[src/hdl/mtpm_pkg.sv]
// Shared types, sizes and codes for the multi-track pattern matcher.
package mtpm_pkg;

	localparam int TRACKS   = 4;
	localparam int ALPHABET = 16;
	localparam int NODES    = 64;
	localparam int MAX_LEN  = 16;

	localparam int NODE_W   = 6;
	localparam int SYM_W    = 4;
	localparam int CHILD_AW = NODE_W + SYM_W;
	localparam int CHILD_DW = NODE_W + 1;
	localparam int DEPTH_W  = 5;
	localparam int WEIGHT_W = 3;
	localparam int ENTRY_W  = DEPTH_W + WEIGHT_W + NODE_W;
	localparam int COLS_W   = 16;
	localparam int TRK_W    = (TRACKS > 1) ? $clog2(TRACKS) : 1;
	localparam int STEP_W   = $clog2(TRACKS + 1);
	localparam int ATT_W    = $clog2(MAX_LEN + 1);
	localparam int CNT_W    = $clog2(TRACKS + 1);

	// request codes
	localparam logic [1:0] REQ_CHILD = 2'd0;
	localparam logic [1:0] REQ_NODE  = 2'd1;
	localparam logic [1:0] REQ_TEXT  = 2'd2;

	typedef struct packed {
		logic [1:0]          req_type;
		logic [NODE_W-1:0]   node_index;
		logic [SYM_W-1:0]    symbol;
		logic [NODE_W-1:0]   child_node;
		logic                child_valid;
		logic [DEPTH_W-1:0]  node_depth;
		logic [WEIGHT_W-1:0] node_weight;
		logic [NODE_W-1:0]   failure_node;
		logic [COLS_W-1:0]   column_symbols;
		logic                text_start;
	} req_item_t;

	typedef struct packed {
		logic        match_found;
		logic [31:0] match_position;
	} rsp_item_t;

	// symbol of one track in a column; tracks past the field read zero
	function automatic logic [SYM_W-1:0] track_sym(input logic [COLS_W-1:0] cols,
		input logic [TRK_W-1:0] trk);
		logic [SYM_W-1:0] s;
		s = '0;
		for (int b = 0; b < COLS_W / 4; b++) begin
			if (int'(trk) == b) begin
				s = SYM_W'(cols[4*b +: 4]);
			end
		end
		return s;
	endfunction

endpackage

[src/hdl/mtpm_node_mem.sv]
// Node table: depth, weight and failure link per node, registered read.
module mtpm_node_mem (
	input  logic                          clk,
	input  logic                          we,
	input  logic [mtpm_pkg::NODE_W-1:0]   waddr,
	input  logic [mtpm_pkg::ENTRY_W-1:0]  wdata,
	input  logic [mtpm_pkg::NODE_W-1:0]   raddr,
	output logic [mtpm_pkg::ENTRY_W-1:0]  rdata
);
	import mtpm_pkg::*;

	logic [ENTRY_W-1:0] mem [NODES];

	always_ff @(posedge clk) begin
		if (we) begin
			mem[waddr] <= wdata;
		end
		rdata <= mem[raddr];
	end
endmodule
[config.mk]
export PLATFORM = sky130hd
export DESIGN_NAME = mtpm_node_mem
export DESIGN_NICKNAME = d
export VERILOG_FILES = /design/src/hdl/mtpm_pkg.sv /design/src/hdl/mtpm_node_mem.sv
export SDC_FILE = /design/constraint.sdc
export NUM_CORES = 1
export LEC_CHECK = 0
export ABC_CLOCK_PERIOD_IN_PS = 2500
export BUFFER_PORTS_ARGS = -buffer_cell sky130_fd_sc_hd__clkbuf_2
export CAP_MARGIN = 20
export CORE_MARGIN = 1
export CORE_UTILIZATION = 25
export CTS_CLUSTER_DIAMETER = 30
export DETAILED_ROUTE_END_ITERATION = 6
export HOLD_SLACK_MARGIN = 0.08
export PLACE_DENSITY = 0.46
export SYNTH_ARGS = -nofsm -noshare
export SYNTH_HDL_FRONTEND = slang
export SYNTH_SLANG_ARGS = --single-unit
[constraint.sdc]
create_clock -name clk -period 2.5 [get_ports clk]
set_clock_uncertainty 0.1 [all_clocks]
set_input_delay 0.125 -clock clk [delete_from_list [all_inputs] [get_ports clk]]
set_output_delay 0.125 -clock clk [all_outputs]
set_load 0.01 [all_outputs]
==> flow_summary.toml, run 1 <==
[outcome]
status = "finished clean"

[floorplanning]
die-width_um = 376
fp.dieArea_mm2 = 0.141
starting_utilization_of_the_core_area_pct = 25.3
chipHeight_um = 376
row_count = 136
coreArea_mm2 = 0.138
num_io_pins = 42

[setup_path]
worstPathRequired_ns = 2.99
crit_path_max_fanout = 1
worst-endpoint-arrival_ns = 2.80
cp-start-kind = "flop"
worst_setup_path_category = "flop to flop"
worst_setup_path_end_kind = "flop"

[clock_tree]
clock_sinks = 910
cts.reportedPaths.clkPinSlew_ns = 0.05
h-tree-depth = 4
cts_tree = "yes"
tritoncts.num_buffers = 187
clk_latency_ns = 0.75
cts_buffer_depth = 3
cts_root_buffer = "sky130_fd_sc_hd__clkbuf_16"

[layout]
layout_net_count = 1961
syn2layout_area_growth_pct = 29.9
post_route_cells_drive_above_1_share_pct = 38.0
layout.core_utilization_pct = 32.8
layout.cell_area.non_filler_mm2 = 0.0453

[global_route]
use_met2_pct = 22.0
grt_util_all_layers_pct = 14.0
first_pass_grt_wire_length_um = 140000
grt_overflow_total = 0
met3_usage_pct = 3.78
grt_antenna_before_repair = 7
groute.layer.met1.usage_pct = 18.9
grt-busiest-layer = "met2"
via_count_of_the_first_global_routing_pass = 19000
pin_count_of_the_biggest_net_entering_global_routing = 65

[pwr]
p_per_area_mw_per_mm2 = 954
power_leakage_nw = 14.7
worst_ir_drop_vdd_mv = 0.574

[drt]
drt.antenna.violating_nets = 0
routed_wl_um = 98000
per_cell_via_count_in_the_routed_design = 4.52
routed_wire_length_per_instance_um = 24.8
num_vias = 17900
detail_route.drc_violations = 0
detail_route.iter0.violations = 1723
drt_first_pass_iters = 6

[timing]
tightest_slew_ns = 0.959
fmaxAchievable_mhz = 433
finalSetupViolCount = 0
headroom_to_the_max_slew_limit_pct = 36.1
final.setup.worst_slack_ns = 0.188
post-route-min-period_ns = 2.31
drv_slew = 0
timing.final.crit_share_pct = 92.5
rsz0062_at_grt = "no"
hold_violations = 0

[placed_design]
detailedPlace.worstSlack_ns = -0.382
port_buffers = 41
place_area_mm2 = 0.0388
globalplace.congestion = 0.790
dp_hpwl_um = 61600

[synth]
synth_edf_count = 896
ys_warn_count = 0
post_synth_num_cell_types = 35
synth_top_flop_cell = "sky130_fd_sc_hd__edfxtp_1"
synth-seq-cells = 910
ys_async_sr_fraction_pct = 0
seq_area_frac_synth_pct = 77.9
synth_nets = 1599
netlist_area_before_placement_mm2 = 0.0349
gate_count_after_technology_mapping = 1571
post_synthesis_mean_instance_area_um2 = 22.2

[run]
max_cap_viol_count = 0

[worst_hold_path]
hold_path.class = "input port to flop"
[cell families (layout without fill, tap and decap cells)]
kind of cell    count (synthesis)  in the layout  share of synthesized area [%]
mux                           264            264                           15.7
flops                         910            910                           77.9
compound gates                126            126                           2.46
buf+inv                        90            614                           1.53
other cells                     0              1                              0
simple gates                  181            181                           2.38
[state kept, by name (all words and copies together) (netlist names)]
name   cells
mem      896
rdata     14
[where the power goes]
group          total [mW]  internal, mW  switching, mW
registers            17.0          16.9         0.0969
clock network        24.4          16.2           8.22
logic                1.82         0.727           1.09
total                43.2          33.8           9.41
[timing repair]
item | CTS | global route
setup endpoints to repair | 0 | 1
resized for setup | 0 | 1
hold endpoints to repair | 567 | 20
hold buffers | 17 | 1
setup buffers | 0 | 0
[path summary, 6_finish.rpt]
kind / startpoint / to / slack [ns] / depth (start not counted)
setup / recovery: mem[39][2]$_DFFE_PP_ / rdata[2]$_DFF_P_ / 0.19 / 5
hold / removal: wdata[6] / mem[39][6]$_DFFE_PP_ / 0.12 / 1
setup reg to reg: mem[39][2]$_DFFE_PP_ / rdata[2]$_DFF_P_ / 0.19 / 5
hold reg to reg: mem[58][10]$_DFFE_PP_ / rdata[10]$_DFF_P_ / 0.76 / 4
[cell type report]
type                       count  area [um^2]
tap                         1863         2330
fill                       13100        92700
sequential                   910        27200
clock inverter               145         1500
clock buffer                 206         4830
timing repair buffer         263         2270
multi-input combinational    571         7170
antenna                        1         2.50
[critical path, stage by stage, from the launching register on]
cell	delay, ns
sky130_fd_sc_hd__edfxtp_1	0.36
sky130_fd_sc_hd__mux4_2	0.49
sky130_fd_sc_hd__mux2i_1	0.23
sky130_fd_sc_hd__nor2_1	0.08
sky130_fd_sc_hd__a211oi_1	0.75
sky130_fd_sc_hd__o31ai_1	0.15
[Yosys cell counts (2+ instances only)]
| cell type | number | area [um^2] |
|---|---|---|
| sky130_fd_sc_hd__dfxtp_1 | 14 | 280 |
| sky130_fd_sc_hd__nor2b_1 | 19 | 119 |
| sky130_fd_sc_hd__o22ai_1 | 13 | 81.3 |
| sky130_fd_sc_hd__buf_1 | 4 | 15.0 |
| sky130_fd_sc_hd__a311oi_1 | 8 | 70.1 |
| sky130_fd_sc_hd__o21ai_1 | 3 | 15.0 |
| sky130_fd_sc_hd__a22o_1 | 3 | 26.3 |
| sky130_fd_sc_hd__a211oi_1 | 20 | 150 |
| sky130_fd_sc_hd__buf_6 | 14 | 158 |
| sky130_fd_sc_hd__edfxtp_1 | 896 | 26900 |
| sky130_fd_sc_hd__mux4_2 | 224 | 5040 |
| sky130_fd_sc_hd__o31ai_1 | 10 | 75.1 |
| sky130_fd_sc_hd__buf_2 | 28 | 140 |
| sky130_fd_sc_hd__nand3b_1 | 2 | 15.0 |
| sky130_fd_sc_hd__nand4_1 | 5 | 31.3 |
| sky130_fd_sc_hd__nand3_1 | 5 | 25.0 |
| sky130_fd_sc_hd__nand2_1 | 34 | 128 |
| sky130_fd_sc_hd__a31oi_1 | 8 | 50.1 |
| sky130_fd_sc_hd__o221ai_1 | 17 | 149 |
| sky130_fd_sc_hd__a21oi_1 | 16 | 80.1 |
| sky130_fd_sc_hd__clkbuf_1 | 29 | 109 |
| sky130_fd_sc_hd__nor3_1 | 7 | 35.0 |
| sky130_fd_sc_hd__nor2_1 | 84 | 315 |
| sky130_fd_sc_hd__mux2i_1 | 21 | 210 |
| sky130_fd_sc_hd__buf_4 | 15 | 113 |
| sky130_fd_sc_hd__nand2b_1 | 21 | 131 |
| sky130_fd_sc_hd__mux2_2 | 19 | 214 |
| sky130_fd_sc_hd__o211ai_1 | 2 | 15.0 |
| sky130_fd_sc_hd__o21ai_0 | 22 | 110 |
| sky130_fd_sc_hd__a221o_1 | 3 | 30.0 |
[routing by layer]
metal | part of all wire, % | up-vias
met2 | 47 | 650
met1 | 44 | 9627
met3 | 7.7 | 135
met5 | 0 | -
met4 | 1.7 | 0
li1 | - | 7467
[layout by cell type, fill, tap and decap left out, types with 19 or more instances in the layout]
| master | instances |
|---|---|
| sky130_fd_sc_hd__buf_12 | 26 |
| sky130_fd_sc_hd__nand2b_1 | 21 |
| sky130_fd_sc_hd__buf_4 | 178 |
| sky130_fd_sc_hd__mux2_2 | 19 |
| sky130_fd_sc_hd__bufinv_16 | 21 |
| sky130_fd_sc_hd__a211oi_1 | 19 |
| sky130_fd_sc_hd__clkinv_2 | 30 |
| sky130_fd_sc_hd__o21ai_0 | 22 |
| sky130_fd_sc_hd__edfxtp_1 | 896 |
| sky130_fd_sc_hd__nor2b_1 | 19 |
| sky130_fd_sc_hd__nor2_1 | 84 |
| sky130_fd_sc_hd__nand2_1 | 34 |
| sky130_fd_sc_hd__mux4_2 | 224 |
| sky130_fd_sc_hd__clkbuf_16 | 190 |
| sky130_fd_sc_hd__mux2i_1 | 21 |
| sky130_fd_sc_hd__inv_6 | 20 |
| sky130_fd_sc_hd__clkbuf_2 | 38 |
| sky130_fd_sc_hd__clkinv_1 | 34 |
[through the flow]
stage / hold WS (ns) / power (mW) / setup TNS (ns) / std cells
finish: 0.119 / 43.2 / 0 / 3959
global route: 0.111 / 44.5 / 0 / 3958
CTS: 0.109 / 43.7 / 0 / 3956
detailed placement: 0.420 / 19.1 / -0.658 / 3588
global placement: 0.424 / 19.1 / -0.781 / 3588
floorplan: 0.124 / 18.1 / 0 / 1571
No activity file was read; power rests on OpenSTA's default activity.
==> inputs of run 2 (changes only) <==
--- a/config.mk
+++ b/config.mk
@@ -5,7 +5,8 @@
 export SDC_FILE = /design/constraint.sdc
 export NUM_CORES = 1
 export LEC_CHECK = 0
-export ABC_CLOCK_PERIOD_IN_PS = 2500
+export ABC_AREA = 1
+export ABC_CLOCK_PERIOD_IN_PS = 2800
 export BUFFER_PORTS_ARGS = -buffer_cell sky130_fd_sc_hd__clkbuf_2
 export CAP_MARGIN = 20
 export CORE_MARGIN = 1
@@ -13,7 +14,7 @@
 export CTS_CLUSTER_DIAMETER = 30
 export DETAILED_ROUTE_END_ITERATION = 6
 export HOLD_SLACK_MARGIN = 0.08
-export PLACE_DENSITY = 0.46
+export PLACE_DENSITY = 0.45
 export SYNTH_ARGS = -nofsm -noshare
 export SYNTH_HDL_FRONTEND = slang
 export SYNTH_SLANG_ARGS = --single-unit
==> constraint.sdc (replaced) <==
create_clock -name clk -period 2.8 [get_ports clk]
set_clock_uncertainty 0.1 [all_clocks]
set_input_delay 0.14 -clock clk [delete_from_list [all_inputs] [get_ports clk]]
set_output_delay 0.14 -clock clk [all_outputs]
set_load 0.01 [all_outputs]
==> flow_summary.toml, run 2 <==
[global_route]
first_pass_grt_wire_length_um = 163000
pin_count_of_the_biggest_net_entering_global_routing = 107
grt_antenna_before_repair = 9
grt_util_all_layers_pct = 15.0
via_count_of_the_first_global_routing_pass = 23700
grt_overflow_total = 0

[timing]
drv_slew = 0
min_hold_slack_ns = 0.0834
final.setup.worst_slack_ns = 0.123
hold_violations = 0
headroom_to_the_max_slew_limit_pct = 32.9
fin_setup_tns_ns = 0
rsz0062_at_grt = "no"
post-route-min-period_ns = 2.68
timing.final.crit_share_pct = 95.6
tightest_slew_ns = 1.01
fmaxAchievable_mhz = 374
finalSetupViolCount = 0

[clock_tree]
clk_latency_ns = 0.77
cts.reportedPaths.clkPinSlew_ns = 0.04
tritoncts.num_buffers = 200
cts_buffer_depth = 3
cts_root_buffer = "sky130_fd_sc_hd__clkbuf_16"
cts_tree = "yes"
h-tree-depth = 4
clock_sinks = 910

[floorplanning]
chipHeight_um = 386
fp.dieArea_mm2 = 0.149
starting_utilization_of_the_core_area_pct = 25.3
die-width_um = 386
num_io_pins = 42
coreArea_mm2 = 0.146
row_count = 140

[synth]
top_area_cell_type_share_of_the_netlist_area_pct = 72.9
synth.most_common_cell = "sky130_fd_sc_hd__nand2_1"
ys_async_sr_fraction_pct = 0
post_synth_num_cell_types = 17
post-synth-top-area-cell = "sky130_fd_sc_hd__edfxtp_1"
post_synthesis_mean_instance_area_um2 = 12.0
gate_count_after_technology_mapping = 3088
synth_top_flop_cell = "sky130_fd_sc_hd__edfxtp_1"
synth-seq-cells = 910
seq_area_frac_synth_pct = 73.7
synth_top_cells_by_area = "sky130_fd_sc_hd__edfxtp_1 73%, sky130_fd_sc_hd__nand2_1 12%, sky130_fd_sc_hd__nand3_1 10%, sky130_fd_sc_hd__buf_6 1.5%, sky130_fd_sc_hd__buf_2 1.4%"
synth_edf_count = 896
synthTopCellsByCount = "1134 x sky130_fd_sc_hd__nand2_1, 896 x sky130_fd_sc_hd__edfxtp_1, 763 x sky130_fd_sc_hd__nand3_1, 105 x sky130_fd_sc_hd__buf_2, 56 x sky130_fd_sc_hd__nor2_1"
ys_warn_count = 0
synth_nets = 3116
netlist_area_before_placement_mm2 = 0.0369

[layout]
largest_register = "mem"
mostFrequentLayoutCells = "1134 x sky130_fd_sc_hd__nand2_1, 896 x sky130_fd_sc_hd__edfxtp_1, 763 x sky130_fd_sc_hd__nand3_1"
largestRegisters = "mem (896), rdata (14)"
layout.cell_area.non_filler_mm2 = 0.0467
largest_reg_flops = 896
layout.core_utilization_pct = 32.0
post_route_cells_drive_above_1_share_pct = 14.5
mostFrequentLayoutCell = "sky130_fd_sc_hd__nand2_1"
storage_element_area_mm2 = 0.0272
multiInputGateArea_mm2 = 0.00844
layout_net_count = 3336
number_of_standard_cells_in_the_layout_taps_in_and_fillers_out = 5398
num-fill-cells = 14700
syn2layout_area_growth_pct = 26.7

[drt]
num_vias = 24400
detail_route.iter0.violations = 1952
drt_first_pass_iters = 5
routed_wl_um = 112000
drt.antenna.violating_nets = 0
routed_wire_length_per_instance_um = 20.8
per_cell_via_count_in_the_routed_design = 4.53
detail_route.drc_violations = 0

[placed_design]
dp_hpwl_um = 65700
place_area_mm2 = 0.0398
port_buffers = 41
globalplace.congestion = 0.853
detailedPlace.worstSlack_ns = 0.338
placed_cells = 5001

[setup_path]
worst-endpoint-arrival_ns = 3.22
worst_path_max_delay_cell = "sky130_fd_sc_hd__dlygate4sd3_1"
largest_stage_delay_on_the_critical_path_ns = 0.56
worst_setup_path_end_kind = "flop"
cp-start-kind = "input port"
worst_path_most_repeated_cell = "sky130_fd_sc_hd__nand3_1"
cell_chain_of_the_critical_path = "dlygate4sd3_1 -> buf_8 -> buf_12 -> nand3_1 -> nand3_1 -> nand2_1 -> nand2_1 -> nand3_1 -> nand3_1 -> dlygate4sd3_1 -> nand2_1 -> dlygate4sd3_1"
worst_setup_path_category = "input port to flop"
crit_path_max_fanout = 86
worstPathRequired_ns = 3.35

[pwr]
total_power_mw = 40.1
power_leakage_nw = 17.0
worst_ir_drop_vdd_mv = 0.452
p_per_area_mw_per_mm2 = 858

[worst_hold_path]
hold_path.class = "input port to flop"

[run]
max_cap_viol_count = 0

[outcome]
status = "finished clean"
==> run 2: cell count changes after synthesis, sizes merged, moves of 13 or more <==
cell / delta
a21oi: -16
a211oi: -20
mux4: -224
nand3: +758
nand2b: -21
mux2i: -21
o22ai: -13
nor2b: -19
nor2: -28
o21ai: -25
o221ai: -17
mux2: -19
nand2: +1100
buf: +111
==> run 2: critical path: cells and delay by family <==
| kind | cells | cell delay, ns |
|---|---|---|
| buffers and inverters | 5 | 2.20 |
| and+or+nand+nor | 7 | 0.76 |
==> run 2: routing by layer <==
layer / vias to the layer above / GRT usage [%] / wire (um)
met3: 198 / 3.34 / 6970
met1: 12000 / 20.9 / 51800
met5: - / 0 / 36
met2: 753 / 22.7 / 50500
met4: 6 / 5.26 / 3090
li1: 11400 / - / -
==> run 2: area by class of cell <==
class                           instances  share of cell area (%)
Timing Repair Buffer                  214                    4.16
Sequential cell                       910                    58.2
Tap cell                             1917                    5.13
Clock inverter                        133                    3.12
Multi-Input combinational cell       1970                    18.1
Clock buffer                          238                    11.2
Antenna cell                            4                  0.0214
Inverter                               12                   0.163
==> run 2: repair_timing <==
action,in CTS,in global routing
hold buffers,22,0
buffers inserted,0,0
setup endpoints to repair,0,1
hold endpoints to repair,446,0
gates resized for setup,0,1
==> run 2: power breakdown <==
| group | switching (mW) | total, mW | leakage, nW | internal, mW |
|---|---|---|---|---|
| combinational | 1.45 | 1.97 | 5.58 | 0.514 |
| clock | 7.42 | 22.9 | 3.23 | 15.5 |
| sequential | 0.0632 | 15.2 | 8.18 | 15.1 |
==> run 2: path summary, 6_finish.rpt <==
path / start / cells past startpoint / end / slack (ns)
max: raddr[1] / 12 / rdata[3]$_DFF_P_ / 0.12
min: wdata[4] / 1 / mem[47][4]$_DFFE_PP_ / 0.08
max reg2reg: mem[51][3]$_DFFE_PP_ / 10 / rdata[3]$_DFF_P_ / 0.34
min reg2reg: mem[40][8]$_DFFE_PP_ / 8 / rdata[8]$_DFF_P_ / 0.71
==> run 2: cells by family after synthesis <==
logic type             synth area share, %
buffers and inverters                 3.60
flip-flops                            73.7
AND/OR/NAND/NOR                       22.7
==> inputs of run 3 (changes only) <==
--- a/config.mk
+++ b/config.mk
@@ -9,6 +9,7 @@
 export ABC_CLOCK_PERIOD_IN_PS = 2800
 export BUFFER_PORTS_ARGS = -buffer_cell sky130_fd_sc_hd__clkbuf_2
 export CAP_MARGIN = 20
+export CORE_ASPECT_RATIO = 0.6
 export CORE_MARGIN = 1
 export CORE_UTILIZATION = 25
 export CTS_CLUSTER_DIAMETER = 30
==> flow_summary.toml, run 3 (synthesis gave the netlist of run 2 again) <==
[outcome]
status = "finished clean"

[setup_path]
reg2regPathDepth = 9
cp-start-kind = "input port"
cell_chain_of_the_critical_path = "dlygate4sd3_1 -> buf_8 -> inv_8 -> buf_12 -> buf_4 -> nand3_1 -> nand3_1 -> nand2_1 -> nand2_1 -> nand3_1 -> nand3_1 -> dlygate4sd3_1 -> nand2_1"
crit_path_max_fanout = 39
worst-endpoint-arrival_ns = 3.06
critical_path_cell_count = 13
worst_setup_path_end_kind = "flop"
worst_path_dominant_cell_family = "buffers and inverters"
worst_path_most_repeated_cell = "sky130_fd_sc_hd__nand3_1"
worst_setup_path_category = "input port to flop"
worst_path_max_delay_cell = "sky130_fd_sc_hd__dlygate4sd3_1"
largest_stage_delay_on_the_critical_path_ns = 0.58
buf_inv_on_cp = 6
worstPathRequired_ns = 3.30

[worst_hold_path]
whs_path_depth = 3
hold_path.class = "input port to flop"

[drt]
routed_wire_length_per_instance_um = 22.2
detail_route.iter0.violations = 2743
drt.antenna.violating_nets = 0
detail_route.drc_violations = 0
per_cell_via_count_in_the_routed_design = 4.58
num_vias = 24200
drt_first_pass_iters = 5
routed_wl_um = 117000

[placed_design]
globalplace.congestion = 0.786
place_area_mm2 = 0.0400
dp_hpwl_um = 69500
placed_cells = 5028
port_buffers = 41

[clock_tree]
cts_root_buffer = "sky130_fd_sc_hd__clkbuf_16"
cts_resized = 0
cts.reportedPaths.clkPinSlew_ns = 0.05
h-tree-depth = 4
cts_tree = "yes"
tritoncts.num_buffers = 130
cts_buffer_depth = 3
post_cts_buffers = 0
clk_latency_ns = 0.72
clock_sinks = 910

[layout]
post_route_cells_drive_above_1_share_pct = 12.8
layout.cell_area.non_filler_mm2 = 0.0446
num-fill-cells = 14700
number_of_standard_cells_in_the_layout_taps_in_and_fillers_out = 5287
largest_reg_flops = 896
mostFrequentLayoutCells = "1134 x sky130_fd_sc_hd__nand2_1, 896 x sky130_fd_sc_hd__edfxtp_1, 763 x sky130_fd_sc_hd__nand3_1"
syn2layout_area_growth_pct = 20.7
largestRegisters = "mem (896), rdata (14)"
mostFrequentLayoutCell = "sky130_fd_sc_hd__nand2_1"
layout_net_count = 3282
largest_register = "mem"

[timing]
hold_violations = 0
headroom_to_the_max_slew_limit_pct = 30.7
post-route-min-period_ns = 2.57
drv_slew = 0
rsz0062_at_grt = "no"
tightest_slew_ns = 1.04
min_hold_slack_ns = 0.140
fin_setup_tns_ns = 0
timing.final.crit_share_pct = 91.6
fmaxAchievable_mhz = 390
finalSetupViolCount = 0

[pwr]
internal_power_mw = 25.9
clkPwrFrac_pct = 49.2
total_power_mw = 33.8
comb_power_share_pct = 6.0
power_leakage_nw = 16.0
netSwitchingPower_mw = 7.90
worst_ir_drop_vdd_mv = 0.391
switching_share_pct = 23.4
seq_power_share_pct = 44.8
p_per_area_mw_per_mm2 = 759

[run]
max_cap_viol_count = 0

[floorplanning]
coreArea_mm2 = 0.146
fp.dieArea_mm2 = 0.149
num_io_pins = 42
die-width_um = 498
chipHeight_um = 300
starting_utilization_of_the_core_area_pct = 25.4
row_count = 108

[global_route]
pin_count_of_the_biggest_net_entering_global_routing = 109
grt_antenna_before_repair = 9
via_count_of_the_first_global_routing_pass = 22900
first_pass_grt_wire_length_um = 170000
grt_overflow_total = 0
grt_util_all_layers_pct = 15.6
run 3: changes by cell type in the layout (fill, tap and decap cells not counted), sizes merged, moves of 3 or more:
cell         change
buf             +15
bufinv          -12
clkbuf          -80
clkinv          -40
dlygate4sd3      -3
run 3: metal layers:
metal  vias up  GRT usage, %  part of all wire (%)
met5         -             0                     0
met4         0          3.40                   1.2
met2       816          20.6                    40
met3       107          3.67                   7.8
li1      11300             -                     -
met1     12000          25.0                    51
run 3: final timing paths:
check	slack, ns	endpoint	from
setup / recovery	0.23	rdata[11]$_DFF_P_	raddr[1]
hold / removal	0.14	mem[29][13]$_DFFE_PP_	waddr[4]
setup reg to reg	0.82	rdata[11]$_DFF_P_	mem[58][11]$_DFFE_PP_
hold reg to reg	0.75	rdata[2]$_DFF_P_	mem[15][2]$_DFFE_PP_
run 3: stage by stage:
step	util [%]	worst slack, ns
detailed placement	27.5	0.232
global placement	27.5	0.214
CTS	30.6	0.296
floorplan	-	0.203
finish	30.6	0.234
global route	30.6	0.142
run 3: timing repair:
| action | in CTS | in global routing |
|---|---|---|
| hold endpoints to repair | 380 | 0 |
| setup endpoints to repair | 0 | 0 |
| hold buffers | 19 | 0 |
run 3: layout make-up:
type | instances | area [um^2] | area share, %
antenna | 5 | 12.5 | 0.0281
tap | 1925 | 2410 | 5.41
inverter | 12 | 71.3 | 0.160
multi-input combinational | 1970 | 8440 | 18.9
sequential | 910 | 27200 | 61.0
timing repair buffer | 230 | 2070 | 4.64
clock inverter | 81 | 816 | 1.83
clock buffer | 154 | 3550 | 7.98
run 3: worst reg2reg max path, stage by stage (launching register included):
cell and delay, ns:
sky130_fd_sc_hd__edfxtp_1 0.37, sky130_fd_sc_hd__nand2_1 0.09, sky130_fd_sc_hd__nand3_1 0.07, sky130_fd_sc_hd__nand3_1 0.13, sky130_fd_sc_hd__nand2_1 0.11, sky130_fd_sc_hd__nand2_1 0.07, sky130_fd_sc_hd__nand3_1 0.16, sky130_fd_sc_hd__nand3_1 0.16
sky130_fd_sc_hd__dlygate4sd3_1 0.58, sky130_fd_sc_hd__nand2_1 0.05
run 3: power groups by stage:
stage	registers, mW	clock network [mW]	logic (mW)
floorplan	15.4	0	1.01
global placement	15.4	0	2.02
detailed placement	15.4	0	2.02
CTS	15.1	16.9	2.05
global route	15.1	17.5	2.21
finish	15.1	16.6	2.04
